===== src/ulw_pkg.sv =====
// Package for the UTF-8 line wrapper: payload types, byte constants and phase codes.
`timescale 1ns / 1ps
`default_nettype none

package ulw_pkg;

    localparam int unsigned BYTE_W   = 8;
    localparam int unsigned COLUMN_W = 9;
    localparam int unsigned PEND_W   = 2;
    localparam int unsigned CFG_IDX_W = 8;

    localparam logic [BYTE_W-1:0]   CR_BYTE = 8'h0D;
    localparam logic [BYTE_W-1:0]   LF_BYTE = 8'h0A;
    localparam logic [COLUMN_W-1:0] COLUMN_MAX = 9'd511;

    localparam logic [BYTE_W-1:0] FIRST_LINE_WIDTH_RST = 8'd80;
    localparam logic [BYTE_W-1:0] OTHER_LINE_WIDTH_RST = 8'd80;

    // Register indexes on the configuration port
    localparam logic [CFG_IDX_W-1:0] CFG_FIRST_LINE_WIDTH = 8'd0;
    localparam logic [CFG_IDX_W-1:0] CFG_OTHER_LINE_WIDTH = 8'd1;

    // Lead byte classes
    localparam logic [BYTE_W-1:0] ASCII_MASK = 8'h80;
    localparam logic [BYTE_W-1:0] ASCII_CODE = 8'h00;
    localparam logic [BYTE_W-1:0] LEAD2_MASK = 8'hE0;
    localparam logic [BYTE_W-1:0] LEAD2_CODE = 8'hC0;
    localparam logic [BYTE_W-1:0] LEAD3_MASK = 8'hF0;
    localparam logic [BYTE_W-1:0] LEAD3_CODE = 8'hE0;
    localparam logic [BYTE_W-1:0] LEAD4_MASK = 8'hF8;
    localparam logic [BYTE_W-1:0] LEAD4_CODE = 8'hF0;

    typedef struct packed {
        logic [BYTE_W-1:0] text_byte;
        logic              string_start;
    } in_t;

    typedef struct packed {
        logic [BYTE_W-1:0] out_byte;
        logic              run_last;
    } out_t;

    // Which beat of an item the hold stage sends next
    typedef enum logic [1:0] {
        PH_CR,
        PH_LF,
        PH_BYTE
    } phase_t;

endpackage

`default_nettype wire


===== src/utf8_line_wrapper.sv =====
// Top level of the UTF-8 line wrapper: state update, hold stage and output register.
`timescale 1ns / 1ps
`default_nettype none

// utf8_line_wrapper
// Passes a UTF-8 byte stream on and inserts CR LF ahead of a character's lead
// byte once the display column has reached the active line limit.
// Channels:
//   s_   : input beats, payload in_t {text_byte, string_start}.
//   m_   : result beats, payload out_t {out_byte, run_last}; run_last marks the
//          last beat caused by one input byte.
//   cfg_ : register writes; index 0 = first_line_width, 1 = other_line_width.
//          Other indexes are dropped. cfg_ready is always high.
// Timing: the column/continuation state is updated in the cycle a byte is
// accepted; the byte then sits in a hold stage and its beats pass through
// an output register. Throughput is one byte per cycle without wraps while
// the receiver keeps m_ready high; a wrap makes that byte occupy the hold
// stage while it sends CR, LF and then the byte, which stalls s_.
// The hold stage accepts a new byte while the output register still waits
// on a stalled receiver; with both stages full, s_ready drops.
// Reset (aresetn low, synchronous): both stages empty, column and pending
// count zero, first-line flag set, both widths back to 80.
module utf8_line_wrapper
    import ulw_pkg::*;
(
    input  wire logic                 aclk,
    input  wire logic                 aresetn,
    input  wire logic                 s_valid,
    output      logic                 s_ready,
    input  wire in_t                  s_data,
    output      logic                 m_valid,
    input  wire logic                 m_ready,
    output      out_t                 m_data,
    input  wire logic                 cfg_valid,
    output      logic                 cfg_ready,
    input  wire logic [CFG_IDX_W-1:0] cfg_index,
    input  wire logic [BYTE_W-1:0]    cfg_data
);

    // Configuration registers
    logic [BYTE_W-1:0] first_width_reg;
    logic [BYTE_W-1:0] other_width_reg;

    // Line state
    logic [COLUMN_W-1:0] column_reg, column_next;
    logic [PEND_W-1:0]   pend_reg, pend_next;
    logic                first_reg, first_next;

    // Hold stage: the accepted byte and whether it wraps
    logic              a_valid_reg, a_valid_next;
    logic [BYTE_W-1:0] a_byte_reg;
    logic              a_wrap_reg;
    phase_t            phase_reg, phase_next;

    // Output register
    logic  m_valid_reg, m_valid_next;
    out_t  m_data_reg, m_data_next;

    logic s_fire;
    logic b_free;
    logic a_last;
    logic wrap_now;

    assign cfg_ready = 1'b1;
    assign m_valid   = m_valid_reg;
    assign m_data    = m_data_reg;

    // The output register can take a beat when empty or being drained
    assign b_free = !m_valid_reg || m_ready;
    // Hold stage empties when its byte beat moves to the output register
    assign a_last = a_valid_reg && b_free && (phase_reg == PH_BYTE);
    assign s_ready = !a_valid_reg || a_last;
    assign s_fire  = s_valid && s_ready;

    always_ff @(posedge aclk) begin
        if (!aresetn) begin
            first_width_reg <= FIRST_LINE_WIDTH_RST;
            other_width_reg <= OTHER_LINE_WIDTH_RST;
        end else if (cfg_valid) begin
            case (cfg_index)
                CFG_FIRST_LINE_WIDTH: first_width_reg <= cfg_data;
                CFG_OTHER_LINE_WIDTH: other_width_reg <= cfg_data;
                default: ;
            endcase
        end
    end

    // Line state update for the byte being accepted
    always_comb begin
        logic [COLUMN_W-1:0] col;
        logic [PEND_W-1:0]   pend;
        logic                first;
        logic [BYTE_W-1:0]   limit;
        logic [1:0]          add;
        logic [PEND_W-1:0]   follow;
        logic [COLUMN_W:0]   sum;

        col   = s_data.string_start ? '0 : column_reg;
        pend  = s_data.string_start ? '0 : pend_reg;
        first = s_data.string_start ? 1'b1 : first_reg;
        limit = first ? first_width_reg : other_width_reg;
        wrap_now = 1'b0;
        add    = 2'd1;
        follow = '0;
        sum    = '0;

        if (pend != '0) begin
            pend = pend - 1'b1;
        end else begin
            if (col >= {1'b0, limit}) begin
                wrap_now = 1'b1;
                col   = '0;
                first = 1'b0;
            end
            if ((s_data.text_byte & ASCII_MASK) == ASCII_CODE) begin
                add = 2'd1; follow = 2'd0;
            end else if ((s_data.text_byte & LEAD2_MASK) == LEAD2_CODE) begin
                add = 2'd2; follow = 2'd1;
            end else if ((s_data.text_byte & LEAD3_MASK) == LEAD3_CODE) begin
                add = 2'd2; follow = 2'd2;
            end else if ((s_data.text_byte & LEAD4_MASK) == LEAD4_CODE) begin
                add = 2'd2; follow = 2'd3;
            end else begin
                // Stray continuation or 11111xxx: one column, no followers
                add = 2'd1; follow = 2'd0;
            end
            sum = {1'b0, col} + {{(COLUMN_W-1){1'b0}}, add};
            col = sum[COLUMN_W] ? COLUMN_MAX : sum[COLUMN_W-1:0];
            pend = follow;
        end

        // Any CR sent, inserted or passed, returns to column zero
        if (s_data.text_byte == CR_BYTE) begin
            col = '0;
        end

        column_next = s_fire ? col   : column_reg;
        pend_next   = s_fire ? pend  : pend_reg;
        first_next  = s_fire ? first : first_reg;
    end

    // Phase: next-state logic
    always_comb begin
        phase_next = phase_reg;
        if (s_fire) begin
            phase_next = wrap_now ? PH_CR : PH_BYTE;
        end else if (a_valid_reg && b_free) begin
            case (phase_reg)
                PH_CR:   phase_next = PH_LF;
                PH_LF:   phase_next = PH_BYTE;
                PH_BYTE: phase_next = PH_BYTE;
                default: phase_next = PH_BYTE;
            endcase
        end
    end

    // Phase: beat sent to the output register
    always_comb begin
        m_data_next  = m_data_reg;
        m_valid_next = m_valid_reg;
        a_valid_next = a_valid_reg;
        if (b_free) begin
            m_valid_next = a_valid_reg;
            case (phase_reg)
                PH_CR:   m_data_next = '{out_byte: CR_BYTE, run_last: 1'b0};
                PH_LF:   m_data_next = '{out_byte: LF_BYTE, run_last: 1'b0};
                PH_BYTE: m_data_next = '{out_byte: a_byte_reg, run_last: 1'b1};
                default: m_data_next = '{out_byte: a_byte_reg, run_last: 1'b1};
            endcase
        end
        if (s_fire) begin
            a_valid_next = 1'b1;
        end else if (a_last) begin
            a_valid_next = 1'b0;
        end
    end

    always_ff @(posedge aclk) begin
        if (!aresetn) begin
            column_reg  <= '0;
            pend_reg    <= '0;
            first_reg   <= 1'b1;
            a_valid_reg <= 1'b0;
            phase_reg   <= PH_BYTE;
            m_valid_reg <= 1'b0;
        end else begin
            column_reg  <= column_next;
            pend_reg    <= pend_next;
            first_reg   <= first_next;
            a_valid_reg <= a_valid_next;
            phase_reg   <= phase_next;
            m_valid_reg <= m_valid_next;
        end
    end

    // Payload registers: no reset
    always_ff @(posedge aclk) begin
        m_data_reg <= m_data_next;
        if (s_fire) begin
            a_byte_reg <= s_data.text_byte;
            a_wrap_reg <= wrap_now;
        end
    end

    // Column stays within one wide character past an 8-bit limit
    a_column_range: assert property (@(posedge aclk) disable iff (!aresetn)
        column_reg <= 9'd256)
        else $error("column out of range");

    // Inserted CR/LF phases only occur for a wrapping byte in the hold stage
    a_phase_wrap: assert property (@(posedge aclk) disable iff (!aresetn)
        (phase_reg == PH_CR || phase_reg == PH_LF) |-> (a_valid_reg && a_wrap_reg))
        else $error("CR/LF phase without a wrapping byte");

    // A non-final result beat carries an inserted CR or LF
    a_inserted: assert property (@(posedge aclk) disable iff (!aresetn)
        (m_valid_reg && !m_data_reg.run_last) |->
            (m_data_reg.out_byte == CR_BYTE || m_data_reg.out_byte == LF_BYTE))
        else $error("non-final beat is not CR or LF");

    // An inserted CR is followed by the inserted LF as the next beat
    a_cr_then_lf: assert property (@(posedge aclk) disable iff (!aresetn)
        (m_valid_reg && m_ready && !m_data_reg.run_last
            && m_data_reg.out_byte == CR_BYTE)
        |=> (m_valid_reg && !m_data_reg.run_last && m_data_reg.out_byte == LF_BYTE))
        else $error("inserted CR not followed by LF");

endmodule

`default_nettype wire

===== config.mk =====
export PLATFORM = sky130hd
export DESIGN_NAME = utf8_line_wrapper
export DESIGN_NICKNAME = d
export VERILOG_FILES = /design/src/ulw_pkg.sv /design/src/utf8_line_wrapper.sv
export SDC_FILE = /design/constraint.sdc
export NUM_CORES = 1
export LEC_CHECK = 0
export BUFFER_PORTS_ARGS = -buffer_cell sky130_fd_sc_hd__buf_2
export CAP_MARGIN = 20
export CORE_MARGIN = 2
export CORE_UTILIZATION = 40
export DETAILED_ROUTE_END_ITERATION = 8
export PLACE_DENSITY = 0.71
export SLEW_MARGIN = 20
export SYNTH_ARGS = -nofsm -noshare
export SYNTH_HDL_FRONTEND = slang
export SYNTH_SLANG_ARGS = --single-unit

===== constraint.sdc =====
create_clock -name aclk -period 3.6 [get_ports aclk]
set_input_delay 0.18 -clock aclk [delete_from_list [all_inputs] [get_ports aclk]]
set_output_delay 0.18 -clock aclk [all_outputs]
set_load 0.005 [all_outputs]

---- After elaboration in Yosys (flattened, before gate mapping) ----
Index checks and enable logic that the tools add are counted.
storage, ports and cells
  register bits after elaboration ......... 49
  input port bits ......................... 30
  output and inout bits ................... 12
cells by class
  $add $sub $neg .......................... 2
  magnitude comparators ................... 1
  equality and inequality tests ........... 7
  multiplexer cells ....................... 30
  reductions and logical operators ........ 15
operator list
  kind                                                                    number
  9-bit two-way mux                                                       6
  2-bit two-way mux                                                       15
  9-bit case mux with 2 select lines                                      1
  8-bit zero test                                                         2
  9-bit by 2-bit adder with 10-bit output                                 1
  9-bit by 8-bit greater-or-equal comparator with 1-bit output            1
  8-bit by 1-bit equality test with 1-bit output (second input constant)  1
  8-bit by 4-bit equality test with 1-bit output (second input constant)  1
  8-bit two-way mux                                                       1
  1-bit two-way mux                                                       7
  2-bit nonzero test                                                      3
  5-bit equality test (second input constant)                             1
  4-bit equality test (second input constant)                             1
  2-bit AND reduction                                                     2
  3-bit equality test (second input constant)                             1
  1-bit logical AND                                                       3
  2-bit by 1-bit equality test with 1-bit output (second input constant)  1
  2-bit equality test (second input constant)                             1
  1-bit zero test                                                         2
  2-bit zero test                                                         1
  1-bit logical OR                                                        2
  2-bit by 1-bit subtractor with 2-bit output (second input constant)     1

---- Depth between registers and ports, before layout ----
Gate-level depths: netlist of the first run.
  depth after elaboration ................. 10
  mapped depth ............................ 16
  gate-level depth less buffers ........... 15

---- Least setup slack after synthesis of the first run ----
OpenSTA, ideal clock, no wires.
  kind .................................... input to register
  start ................................... in s_data[0] (netlist name)
  end ..................................... reg column_reg[7]
  setup time .............................. 117 ps
  arrival time ............................ 3414 ps
  data required time ...................... 3483 ps
  slack ................................... 69 ps
  stages on the path ...................... 15
  cells stage by stage .................... clkbuf_1 > nor2_1 > mux2i_1 > ha_1 > a21o_1 > a2111oi_4 > nand2_4 > nor2_1 > ha_1 > a21oi_1 > nor3b_1 > nand3_1 > a31oi_1 > o32ai_1 > a32o_1
on the way
  cells in the longest elaborated chain, start to end .. 9
  elaborated cells on any way between the ends .. 12
  classes of those cells .................. add/sub (1); order compare (1); mux (9); reduce/logical (1)
ends and longest elaborated chain
  what                                                          RTL line                  text
  start: declaration                                            utf8_line_wrapper.sv:30   input wire in_t s_data,
  1-bit two-way mux                                             utf8_line_wrapper.sv:100  first = s_data.string_start ? 1'b1 : first_reg;
  8-bit two-way mux                                             utf8_line_wrapper.sv:101  limit = first ? first_width_reg : other_width_reg;
  9-bit by 8-bit greater-or-equal comparator with 1-bit output  utf8_line_wrapper.sv:110  if (col >= {1'b0, limit}) begin
  9-bit two-way mux                                             utf8_line_wrapper.sv:110
  9-bit two-way mux                                             utf8_line_wrapper.sv:107  if (pend != '0) begin
  9-bit by 2-bit adder with 10-bit output                       utf8_line_wrapper.sv:127  sum = {1'b0, col} + {{(COLUMN_W-1){1'b0}}, add};
  9-bit two-way mux                                             utf8_line_wrapper.sv:128  col = sum[COLUMN_W] ? COLUMN_MAX : sum[COLUMN_W-1:0];
  9-bit two-way mux (*)                                         utf8_line_wrapper.sv:107
  9-bit two-way mux (*)                                         utf8_line_wrapper.sv:133  if (s_data.text_byte == CR_BYTE) begin
  end signal: assignment                                        utf8_line_wrapper.sv:187  column_reg <= column_next;
  end: declaration                                              utf8_line_wrapper.sv:45   logic [COLUMN_W-1:0] column_reg, column_next;
Mark *: on every way between the ends. The rest lies on a longest branch, timed or not. The select of a mux whose other input is x is not followed.
A chain may end at the register's enable or synchronous reset.

---- Worst setup path after layout of the first run ----
  start ................................... reg first_reg
  end ..................................... reg column_reg[7]
on the way
  cells in the longest elaborated chain, start to end .. 9
ends and longest elaborated chain
  what                                                          RTL line                  text
  start: declaration                                            utf8_line_wrapper.sv:47   logic first_reg, first_next;
  start signal: assignment                                      utf8_line_wrapper.sv:189  first_reg <= first_next;
  1-bit two-way mux                                             utf8_line_wrapper.sv:100
  8-bit two-way mux                                             utf8_line_wrapper.sv:101
  9-bit by 8-bit greater-or-equal comparator with 1-bit output  utf8_line_wrapper.sv:110
  9-bit two-way mux                                             utf8_line_wrapper.sv:110
  9-bit two-way mux                                             utf8_line_wrapper.sv:107
  9-bit by 2-bit adder with 10-bit output                       utf8_line_wrapper.sv:127
  9-bit two-way mux                                             utf8_line_wrapper.sv:128
  9-bit two-way mux                                             utf8_line_wrapper.sv:107
  9-bit two-way mux                                             utf8_line_wrapper.sv:133
No other way between the ends. The select of a mux whose other input is x is not followed.

==> metrics.csv, run 1 <==
stage;metric;value;unit
outcome;outcome;completed;
finish;fin cells;362;
placed_design;pre-CTS WS;0.221;ns
power_and_ir_drop;switch share;23.6;%
job;MaxCap Viol Count;0;
critical_path;crit path max fanout;8;
power_and_ir_drop;Comb power frac;8.1;%
synthesis;top-count cell post-synth;dfxtp_1;
critical_path;CP Cell Sequence;nor2_1 > buf_4 > mux2i_2 > ha_1 > a21o_1 > a2111oi_4 > nand2_4 > nor2_1 > ha_1 > a21oi_1 > nor3b_2 > nand3_1 > a31oi_1 > o32ai_1 > a32o_1;
synthesis;syn avg cell area;10.2;sq um
finish;layout cells sized above 1;21.6;%
synthesis;register area share after synthesis;46.4;%
critical_path;Crit Path Category;flop to flop;
route;vias per cell;5.12;
clock_tree;Clock Tree Buf Depth;2;
clock_tree;Worst-path clk slew;0.09;ns
clock_tree;worst-skew pair later-pin latency;0.30;ns
synthesis;Syn Std Cell Area;0.00248;sq mm
floorplanning;FP Rows;28;
synthesis;Synth top area share;25.8;%
global_route;global route overflow;0;
power_and_ir_drop;Worst IR Drop VDD;0.203;mV
critical_path;arrival time worst endpoint;3.53;ns
route;final WL;4.88;mm
clock_tree;number of CTS-inserted buffers;5;
sta;hold_ws;0.0768;ns
clock_tree;CTS Sinks;49;
synthesis;Seq cells post-synth;49;
synthesis;most frequent cells after synthesis;dfxtp_1 (32), mux2i_1 (25), nor2b_1 (21), nand2_1 (19), edfxtp_1 (17);
floorplanning;Die ar.;0.00684;sq mm
critical_path;CP max stage delay;0.42;ns
finish;Design Area, Final;0.00286;sq mm
placed_design;# placed instances;354;
placed_design;RD Place Congestion;0.963;
global_route;GR Util All Layers;15.5;%
floorplanning;CORE AREA;0.00596;sq mm
finish;Filler Cell Count;572;
placed_design;PortBufs;40;
finish;NumNets Final;327;
route;DRT iter0 DRCs;126;
critical_path;critical path required time;3.80;ns
power_and_ir_drop;Power Total;0.994;mW
placed_design;placed instance area;0.00277;sq mm
critical_path;crit end category;flop;
route;DRT antenna net count;0;
synthesis;Netlist cell types;46;
power_and_ir_drop;Clk pwr share;32.2;%
global_route;vias in the first global route;1741;
global_route;initial antenna violation count;0;
sta;Total Neg Setup Slack;0;ns
synthesis;top_reg_cell synth;dfxtp_1;
sta;Worst Max-Slew Pin Slew;0.782;ns
clock_tree;post-CTS setup buffers;0;
clock_tree;CTS Root Cell;clkbuf_8;
sta;Slew Viols, Final;0;
power_and_ir_drop;internal power;0.759;mW
sta;maximum operating frequency;300;MHz
global_route;largest net degree at the start of global routing;34;
floorplanning;floorplan die height;82.7;um
route;drt drc;0;
sta;min Tclk post-route;3.33;ns
route;vias post-DR;1854;
finish;final core occ;48.1;%
floorplanning;initial core utilization;41.6;%
synthesis;Net Count, Synth;285;
route;first drt pass iteration count;4;
placed_design;DPL Wire Length;3.67;mm
sta;clock skew;0.00824;ns
sta;Final period util;92.5;%
synthesis;number of synthesized flops with an enable pin;17;
global_route;first-pass GRT wire length;8.08;mm
sta;Slew Limit Headroom;47.8;%
clock_tree;CTS tree;yes;
route;routed len/inst;13.5;um
worst_hold_path;worst hold path type;primary input to flop;
sta;endpoints failing setup;0;
floorplanning;Die Span X;82.7;um
power_and_ir_drop;pwr dens;347;mW/mm^2
critical_path;Max stage delay cell, worst path;a2111oi_4;
power_and_ir_drop;Lkg Pwr;1.18;nW
synthesis;Mapped Cells;244;
synthesis;asr flop ratio synth;0;%
power_and_ir_drop;part of the power in registers;59.7;%
finish;Layout Area Growth over Synthesis;15.5;%
finish;antenna cells;0;
power_and_ir_drop;Psw;0.235;mW
synthesis;synth top area cells;dfxtp_1 (26%), edfxtp_1 (21%), mux2i_1 (10%);
critical_path;Worst Path Buf+Inv;1;
critical_path;kind of cell adding the most delay to the critical path;compound AO/OA/AOI/OAI gates;
critical_path;Worst setup SP type;flop;
sta;Fin. Hold Viols;0;
synthesis;Yosys warnings;0;
clock_tree;H-tree depth;2;
synthesis;Synth area leader;dfxtp_1;
sta;post-route worst setup slack;0.271;ns
floorplanning;IO Pins;42;
==> layout make-up <==
cell class	instances	area [sq um]	share of cell area, %
clock buffer	5	68.8	2.40
clock inverter	3	17.5	0.612
inverter	9	33.8	1.18
multi-input combinational	177	1270	44.3
sequential	49	1150	40.2
tap	75	93.8	3.28
timing repair buffer	44	230	8.04
==> power by group through the flow <==
stage / logic (mW) / registers, mW / clock network, mW
floorplan: 0.0420 / 0.607 / 0
global placement: 0.0793 / 0.606 / 0
detailed placement: 0.0811 / 0.606 / 0
CTS: 0.0812 / 0.594 / 0.332
global route: 0.0922 / 0.596 / 0.353
finish: 0.0809 / 0.593 / 0.320
==> placed cells by master, fill, tap and decap left out, types with 9 or more instances in the layout <==
master,n
dfxtp_1,32
inv_1,9
buf_2,40
nand2_1,19
mux2i_1,24
nor2b_1,21
ha_1,10
o21ai_0,9
nor2_1,12
edfxtp_1,17
==> timing repair <==
action                                  4_1_cts  5_1_grt
endpoints found under the setup margin        0        1
gates resized for setup                       0        3
hold buffers                                  0        0
==> cell families after synthesis <==
family,Yosys count,synth area share (%)
AND/OR/NAND/NOR,93,20.6
adder cells (fa/ha/maj),11,5.86
XOR/XNOR,1,0.353
other,1,0.151
AO/OA/AOI/OAI,45,13.1
buffers and inverters,18,2.88
flip-flops,49,46.4
multiplexers,26,10.6
==> worst paths after layout <==
kind              slack, ns                    endpoint  cells after the start                        from
hold reg to reg        0.47  column_reg[6]$_SDFFE_PN0P_                      2  column_reg[6]$_SDFFE_PN0P_
setup reg to reg       0.27  column_reg[7]$_SDFFE_PN0P_                     15      first_reg$_SDFFE_PN1P_
hold / removal         0.08     a_byte_reg[0]$_DFFE_PP_                      1                   s_data[1]
setup / recovery       0.27  column_reg[7]$_SDFFE_PN0P_                     15      first_reg$_SDFFE_PN1P_
==> metal layers <==
layer	share of wire [%]	GRT usage, %	wire, um
met1	48	20.5	2340
met2	46	24.9	2250
met3	4.6	3.80	224
met4	1.4	4.75	69
met5	0	0	0
Power figures use the tool's default switching activity.
==> run 2, diff against run 1 <==
ABC_AREA = 1   (was not set)
==> run 2 against run 1 <==
Compared with the run above: sequential power increased by 0.8%; clock power rose by 12%; critical path type unchanged; global-route usage grew 0.36 points; via count grew 14%; die area grew 2.6%; setup slack improved by 0.33 ns.
==> metrics.csv, run 2 <==
stage;metric;value;unit
sta;clock skew;0.00977;ns
critical_path;Worst Path Buf+Inv;2;
route;routed len/inst;11.8;um
worst_hold_path;WHS Path Cells;1;
critical_path;Worst setup SP type;flop;
outcome;outcome;completed;
power_and_ir_drop;pwr dens;362;mW/mm^2
placed_design;placed instance area;0.00280;sq mm
worst_hold_path;worst hold path type;primary input to flop;
placed_design;RD Place Congestion;0.876;
synthesis;Yosys warnings;0;
clock_tree;post-CTS setup buffers;0;
synthesis;number of synthesized flops with an enable pin;17;
sta;Total Neg Setup Slack;0;ns
sta;Final period util;83.3;%
clock_tree;number of CTS-inserted buffers;5;
sta;min Tclk post-route;3.00;ns
critical_path;cell mode on critical path;nand2_1;
critical_path;Crit Reg-Reg Endpoint;column_reg[7]$_SDFFE_PN0P_;
synthesis;Syn Std Cell Area;0.00255;sq mm
global_route;GR Util All Layers;15.8;%
sta;RSZ-0062 raised after global routing;false;
synthesis;largest family of logic cells by synthesized area;simple AND/OR/NAND/NOR gates;
finish;Design Area, Final;0.00291;sq mm
worst_hold_path;Hold Crit Endpoint;a_byte_reg[2]$_DFFE_PP_;
synthesis;Seq cells post-synth;49;
sta;endpoints failing setup;0;
floorplanning;Die ar.;0.00702;sq mm
route;DRT antenna net count;0;
route;drt drc;0;
finish;layout cells sized above 1;19.2;%
clock_tree;Hold Buf Count CTS;0;
critical_path;Max stage delay cell, worst path;mux2_2;
sta;Slew Viols, Final;0;
clock_tree;CTS tree;yes;
clock_tree;Clock Tree Buf Depth;2;
floorplanning;initial core utilization;40.8;%
floorplanning;floorplan die height;83.8;um
critical_path;worst r2r src;first_reg$_SDFFE_PN1P_;
synthesis;Synth Area in Simple Gates;25.9;%
power_and_ir_drop;Power Total;1.05;mW
global_route;vias in the first global route;2046;
finish;most frequent cells in the layout;nand2_1 (66), nor2_1 (44), buf_2 (40);
finish;antenna cells;0;
route;vias per cell;4.84;
synthesis;top-count cell post-synth;nand2_1;
critical_path;crit end category;flop;
floorplanning;CORE AREA;0.00624;sq mm
critical_path;CP max stage delay;0.36;ns
route;first drt pass iteration count;4;
route;final WL;5.16;mm
synthesis;mux cell area share after synthesis;3.19;%
floorplanning;Die Span X;83.8;um
job;MaxCap Viol Count;0;
placed_design;DPL Wire Length;3.97;mm
critical_path;kind of cell adding the most delay to the critical path;simple AND/OR/NAND/NOR gates;
critical_path;worst reg2reg setup slack;0.60;ns
synthesis;post-synthesis xor/xnor area fraction;0;%
synthesis;Synth top area share;25.1;%
synthesis;syn avg cell area;7.96;sq um
clock_tree;Resized cells post-CTS;0;
global_route;global route overflow;0;
route;vias post-DR;2113;
global_route;first-pass GRT wire length;9.18;mm
synthesis;Synth Area in Compound Gates;11.5;%
clock_tree;CTS Root Cell;clkbuf_8;
power_and_ir_drop;Lkg Pwr;1.28;nW
synthesis;asr flop ratio synth;0;%
sta;Worst Max-Slew Pin Slew;0.647;ns
sta;maximum operating frequency;334;MHz
critical_path;R2R depth;20;
critical_path;crit path max fanout;8;
worst_hold_path;Hold Startpoint;s_data[3];
critical_path;CP Cell Sequence;nor2_2 > buf_4 > mux2_2 > ha_1 > inv_1 > nand2_1 > nand2_1 > nand3_1 > nand2_2 > nand2_4 > nor3_1 > ha_1 > a21oi_1 > nor2_2 > nand4_1 > nor2_1 > nand2_1 > nand2_1 > nand3_1 > a21oi_1;
synthesis;register area share after synthesis;45.2;%
critical_path;arrival time worst endpoint;3.25;ns
synthesis;Synth area leader;dfxtp_1;
synthesis;Mapped Cells;320;
clock_tree;Worst-path clk slew;0.11;ns
global_route;largest net degree at the start of global routing;21;
critical_path;critical path required time;3.85;ns
synthesis;synth top area cells;dfxtp_1 (25%), edfxtp_1 (20%), nand2_1 (9.7%);
finish;NumNets Final;400;
synthesis;Netlist cell types;38;
finish;commonest non-fill, non-tap cell in the layout;nand2_1;
global_route;initial antenna violation count;0;
placed_design;PortBufs;40;
synthesis;most frequent cells after synthesis;nand2_1 (66), nor2_1 (44), inv_1 (39), dfxtp_1 (32);
synthesis;top_reg_cell synth;dfxtp_1;
critical_path;number of stages on the worst setup path;20;
clock_tree;H-tree depth;2;
sta;Slew Limit Headroom;56.8;%
clock_tree;CTS Sinks;49;
floorplanning;IO Pins;42;
route;DRT iter0 DRCs;149;
synthesis;Net Count, Synth;361;
synthesis;Post-Synth Adder-Cell Area;5.70;%
sta;Fin. Hold Viols;0;
critical_path;Crit Path Category;flop to flop;
clock_tree;worst-skew pair later-pin latency;0.32;ns
finish;Layout Area Growth over Synthesis;14.1;%
floorplanning;FP Rows;29;
power_and_ir_drop;Worst IR Drop VDD;0.182;mV
## run 2: cell types whose count changed after synthesis, sizes merged, moves of 8 or more
| cell | change |
|---|---|
| inv | +33 |
| nor2 | +36 |
| nor2b | -21 |
| a21oi | +13 |
| mux2i | -18 |
| nand2 | +51 |
| nand2b | -8 |
| o21ai | +11 |
| nand3 | +14 |
## run 2: kinds of logic after synthesis
group | count (synthesis)
other | 1
AND/OR/NAND/NOR | 150
buffers and inverters | 51
AO/OA/AOI/OAI | 50
adder cells (fa/ha/maj) | 11
multiplexers | 8
flip-flops | 49
## run 2: power by group
part	leakage (nW)	internal [mW]	switching, mW
Clock	0.0511	0.145	0.214
Sequential	0.429	0.591	0.00653
Combinational	0.805	0.0360	0.0586
## run 2: layout make-up
class                   instances  area [sq um]
clock inverters                 3          33.8
flip-flops and latches         49          1150
multi-input cells             220          1180
clock buffers                   5          68.8
inverters                      42           165
fillers                       641          3330
well taps                      77          96.3
repair buffers                 41           208
## run 2: per-layer routing
layer | global-route usage, % | share of wire, % | up-vias
met1 | 18.9 | 46 | 943
met4 | 6.01 | 1.8 | 0
li1 | - | - | 1119
met5 | 0 | 0 | -
met2 | 27.9 | 49 | 42
met3 | 3.17 | 3.6 | 9
## run 2: how the worst max path moves through the flow
stage          slack (ns)                    from                          to
2_1_floorplan        0.70  first_reg$_SDFFE_PN1P_  column_reg[7]$_SDFFE_PN0P_
3_3_place_gp         0.61               s_data[0]  column_reg[7]$_SDFFE_PN0P_
3_5_place_dp         0.54               s_data[0]  column_reg[8]$_SDFFE_PN0P_
4_1_cts              0.59  first_reg$_SDFFE_PN1P_  column_reg[7]$_SDFFE_PN0P_
5_1_grt              0.18  first_reg$_SDFFE_PN1P_  column_reg[7]$_SDFFE_PN0P_
6_report             0.60  first_reg$_SDFFE_PN1P_  column_reg[7]$_SDFFE_PN0P_
## run 2: stage by stage
stage	cells	utilization [%]	hold WS [ns]	setup WS [ns]
after CTS	437	46.6	0.0465	0.591
after global placement	429	44.9	0.374	0.607
after detailed placement	429	44.9	0.377	0.542
after floorplan	320	-	0.279	0.700
after global routing	437	46.6	0.0415	0.182
final	437	46.6	0.0453	0.603
==> run 3, diff against run 2 <==
PLACE_DENSITY = 0.69   (was 0.71)
clock period = 2.89 ns   (was 3.6 ns; I/O delays follow)
==> run 3 against run 2 <==
Compared with the run above: sequential share of layout area decreased by 1.9 points; sequential power rose by 24%; sequential cell count stayed put; clock skew up 0.00056 ns; critical path depth is 2 lower; global-route usage is 0.090 points higher; final area is 5.2% higher; final cell count increased by 3.2%; count of clock-buffer cells in the layout unchanged; core utilization grew 2.4 points; worst hold slack got worse by 0.032 ns; die area did not move; largest power group unchanged.
==> metrics.csv, run 3 (same netlist as run 2, synthesis figures left out) <==
stage;metric;value;unit
outcome;outcome;completed;
route;first drt pass iteration count;4;
clock_tree;worst-skew pair later-pin latency;0.32;ns
power_and_ir_drop;Worst IR Drop VDD;0.262;mV
clock_tree;H-tree depth;2;
critical_path;Crit Path Category;flop to flop;
worst_hold_path;worst hold path type;primary input to flop;
floorplanning;Die Span X;83.8;um
placed_design;DPL Wire Length;4.14;mm
global_route;first-pass GRT wire length;9.21;mm
finish;most frequent cells in the layout;nand2_1 (65), nor2_1 (41), buf_2 (40);
global_route;vias in the first global route;2057;
sta;min Tclk post-route;2.80;ns
placed_design;PortBufs;40;
sta;post-route worst setup slack;0.0876;ns
critical_path;crit path max fanout;6;
critical_path;worst reg2reg setup slack;0.09;ns
floorplanning;CORE AREA;0.00624;sq mm
worst_hold_path;Hold Startpoint;s_data[1];
finish;commonest non-fill, non-tap cell in the layout;nand2_1;
sta;Slew Viols, Final;0;
floorplanning;floorplan die height;83.8;um
critical_path;crit end category;flop;
sta;clock skew;0.0103;ns
route;vias post-DR;2237;
global_route;global route overflow;0;
critical_path;arrival time worst endpoint;3.04;ns
global_route;largest net degree at the start of global routing;21;
power_and_ir_drop;Lkg Pwr;1.36;nW
floorplanning;initial core utilization;40.8;%
floorplanning;FP Rows;29;
sta;Total Neg Setup Slack;0;ns
route;vias per cell;4.96;
global_route;initial antenna violation count;0;
route;DRT antenna net count;0;
critical_path;R2R depth;18;
clock_tree;CTS Sinks;49;
job;MaxCap Viol Count;0;
critical_path;critical path required time;3.13;ns
critical_path;Worst setup SP type;flop;
sta;RSZ-0062 raised after global routing;true;
sta;Final period util;97.0;%
finish;antenna cells;0;
route;routed len/inst;12.2;um
clock_tree;number of CTS-inserted buffers;5;
placed_design;RD Place Congestion;0.899;
finish;Layout Area Growth over Synthesis;20.0;%
clock_tree;CTS Root Cell;clkbuf_8;
sta;endpoints failing setup;0;
worst_hold_path;Hold Crit Endpoint;a_byte_reg[0]$_DFFE_PP_;
clock_tree;Worst-path clk slew;0.11;ns
clock_tree;Clock Tree Buf Depth;2;
sta;maximum operating frequency;357;MHz
route;final WL;5.49;mm
critical_path;worst r2r src;first_reg$_SDFFE_PN1P_;
critical_path;Crit Reg-Reg Endpoint;column_reg[7]$_SDFFE_PN0P_;
floorplanning;Die ar.;0.00702;sq mm
power_and_ir_drop;pwr dens;430;mW/mm^2
power_and_ir_drop;Power Total;1.32;mW
route;drt drc;0;
finish;NumNets Final;414;
placed_design;pre-CTS WS;-0.0339;ns
floorplanning;IO Pins;42;
route;DRT iter0 DRCs;126;
finish;layout cells sized above 1;24.9;%
worst_hold_path;WHS Path Cells;1;
sta;Fin. Hold Viols;0;
clock_tree;CTS tree;yes;
global_route;GR Util All Layers;15.9;%
[run 3: cell types whose count changed in the layout (fill, tap and decap cells not counted), sizes merged]
cell  previous run  this run
buf             41        55
[run 3: what timing repair did]
item                       in CTS  in global routing
setup endpoints to repair       5                  6
setup buffers                   0                  5
hold buffers                    0                  0
gates resized for setup         1                 12
pin swaps                       0                 10
[run 3: how the worst max path moves through the flow]
stage | startpoint | end | slack [ns]
2_1_floorplan | first_reg$_SDFFE_PN1P_ | column_reg[7]$_SDFFE_PN0P_ | 0.1
3_3_place_gp | first_reg$_SDFFE_PN1P_ | column_reg[7]$_SDFFE_PN0P_ | 0.06
3_5_place_dp | first_reg$_SDFFE_PN1P_ | column_reg[7]$_SDFFE_PN0P_ | -0.03
4_1_cts | first_reg$_SDFFE_PN1P_ | column_reg[8]$_SDFFE_PN0P_ | 0.03
5_1_grt | first_reg$_SDFFE_PN1P_ | column_reg[7]$_SDFFE_PN0P_ | -0.15
6_report | first_reg$_SDFFE_PN1P_ | column_reg[7]$_SDFFE_PN0P_ | 0.09
[run 3: per-layer routing]
layer / track usage (%) / vias up / wire (um)
met5: 0 / - / 0
met1: 19.8 / 1012 / 2380
met4: 6.30 / 0 / 108
met3: 3.26 / 12 / 245
li1: - / 1156 / -
met2: 27.1 / 57 / 2760
[run 3: final cells by class]
cell class	count	area (sq um)
Clock buffer	5	68.8
Clock inverter	3	33.8
Fill cell	617	3180
Inverter	42	165
Multi-Input combinational cell	220	1220
Sequential cell	49	1150
Tap cell	77	96.3
Timing Repair Buffer	55	317
[run 3: where the power goes]
group	switching (mW)	internal (mW)	total, mW
Combinational	0.0778	0.0501	0.128
Sequential	0.00821	0.736	0.744
Clock	0.263	0.181	0.444
[run 3: worst max-delay path, stage by stage, from the launching register on]
cell and delay [ns]:
dfxtp_2 0.34, nor2_4 0.17, buf_4 0.16, mux2i_1 0.08, ha_1 0.35, nand2_1 0.08
nor2_1 0.15, nand2_2 0.10, nand2_4 0.09, nor3_4 0.05, ha_1 0.28, a21oi_1 0.08
nor2_2 0.20, nand4_1 0.15, nor2_2 0.15, nand2_1 0.06, nand2_1 0.05, nand3_1 0.07
a21oi_1 0.13
[run 3: stage by stage]
| step | hold WS (ns) | instance area, sq um | cells | utilization [%] |
|---|---|---|---|---|
| finish | 0.0132 | 3060 | 451 | 49.0 |
| floorplan | 0.243 | 2550 | 320 | - |
| detailed placement | 0.342 | 2880 | 438 | 46.1 |
| CTS | 0.0136 | 2980 | 446 | 47.8 |
| global placement | 0.340 | 2880 | 438 | 46.1 |
| global route | 0.0136 | 3060 | 451 | 49.0 |
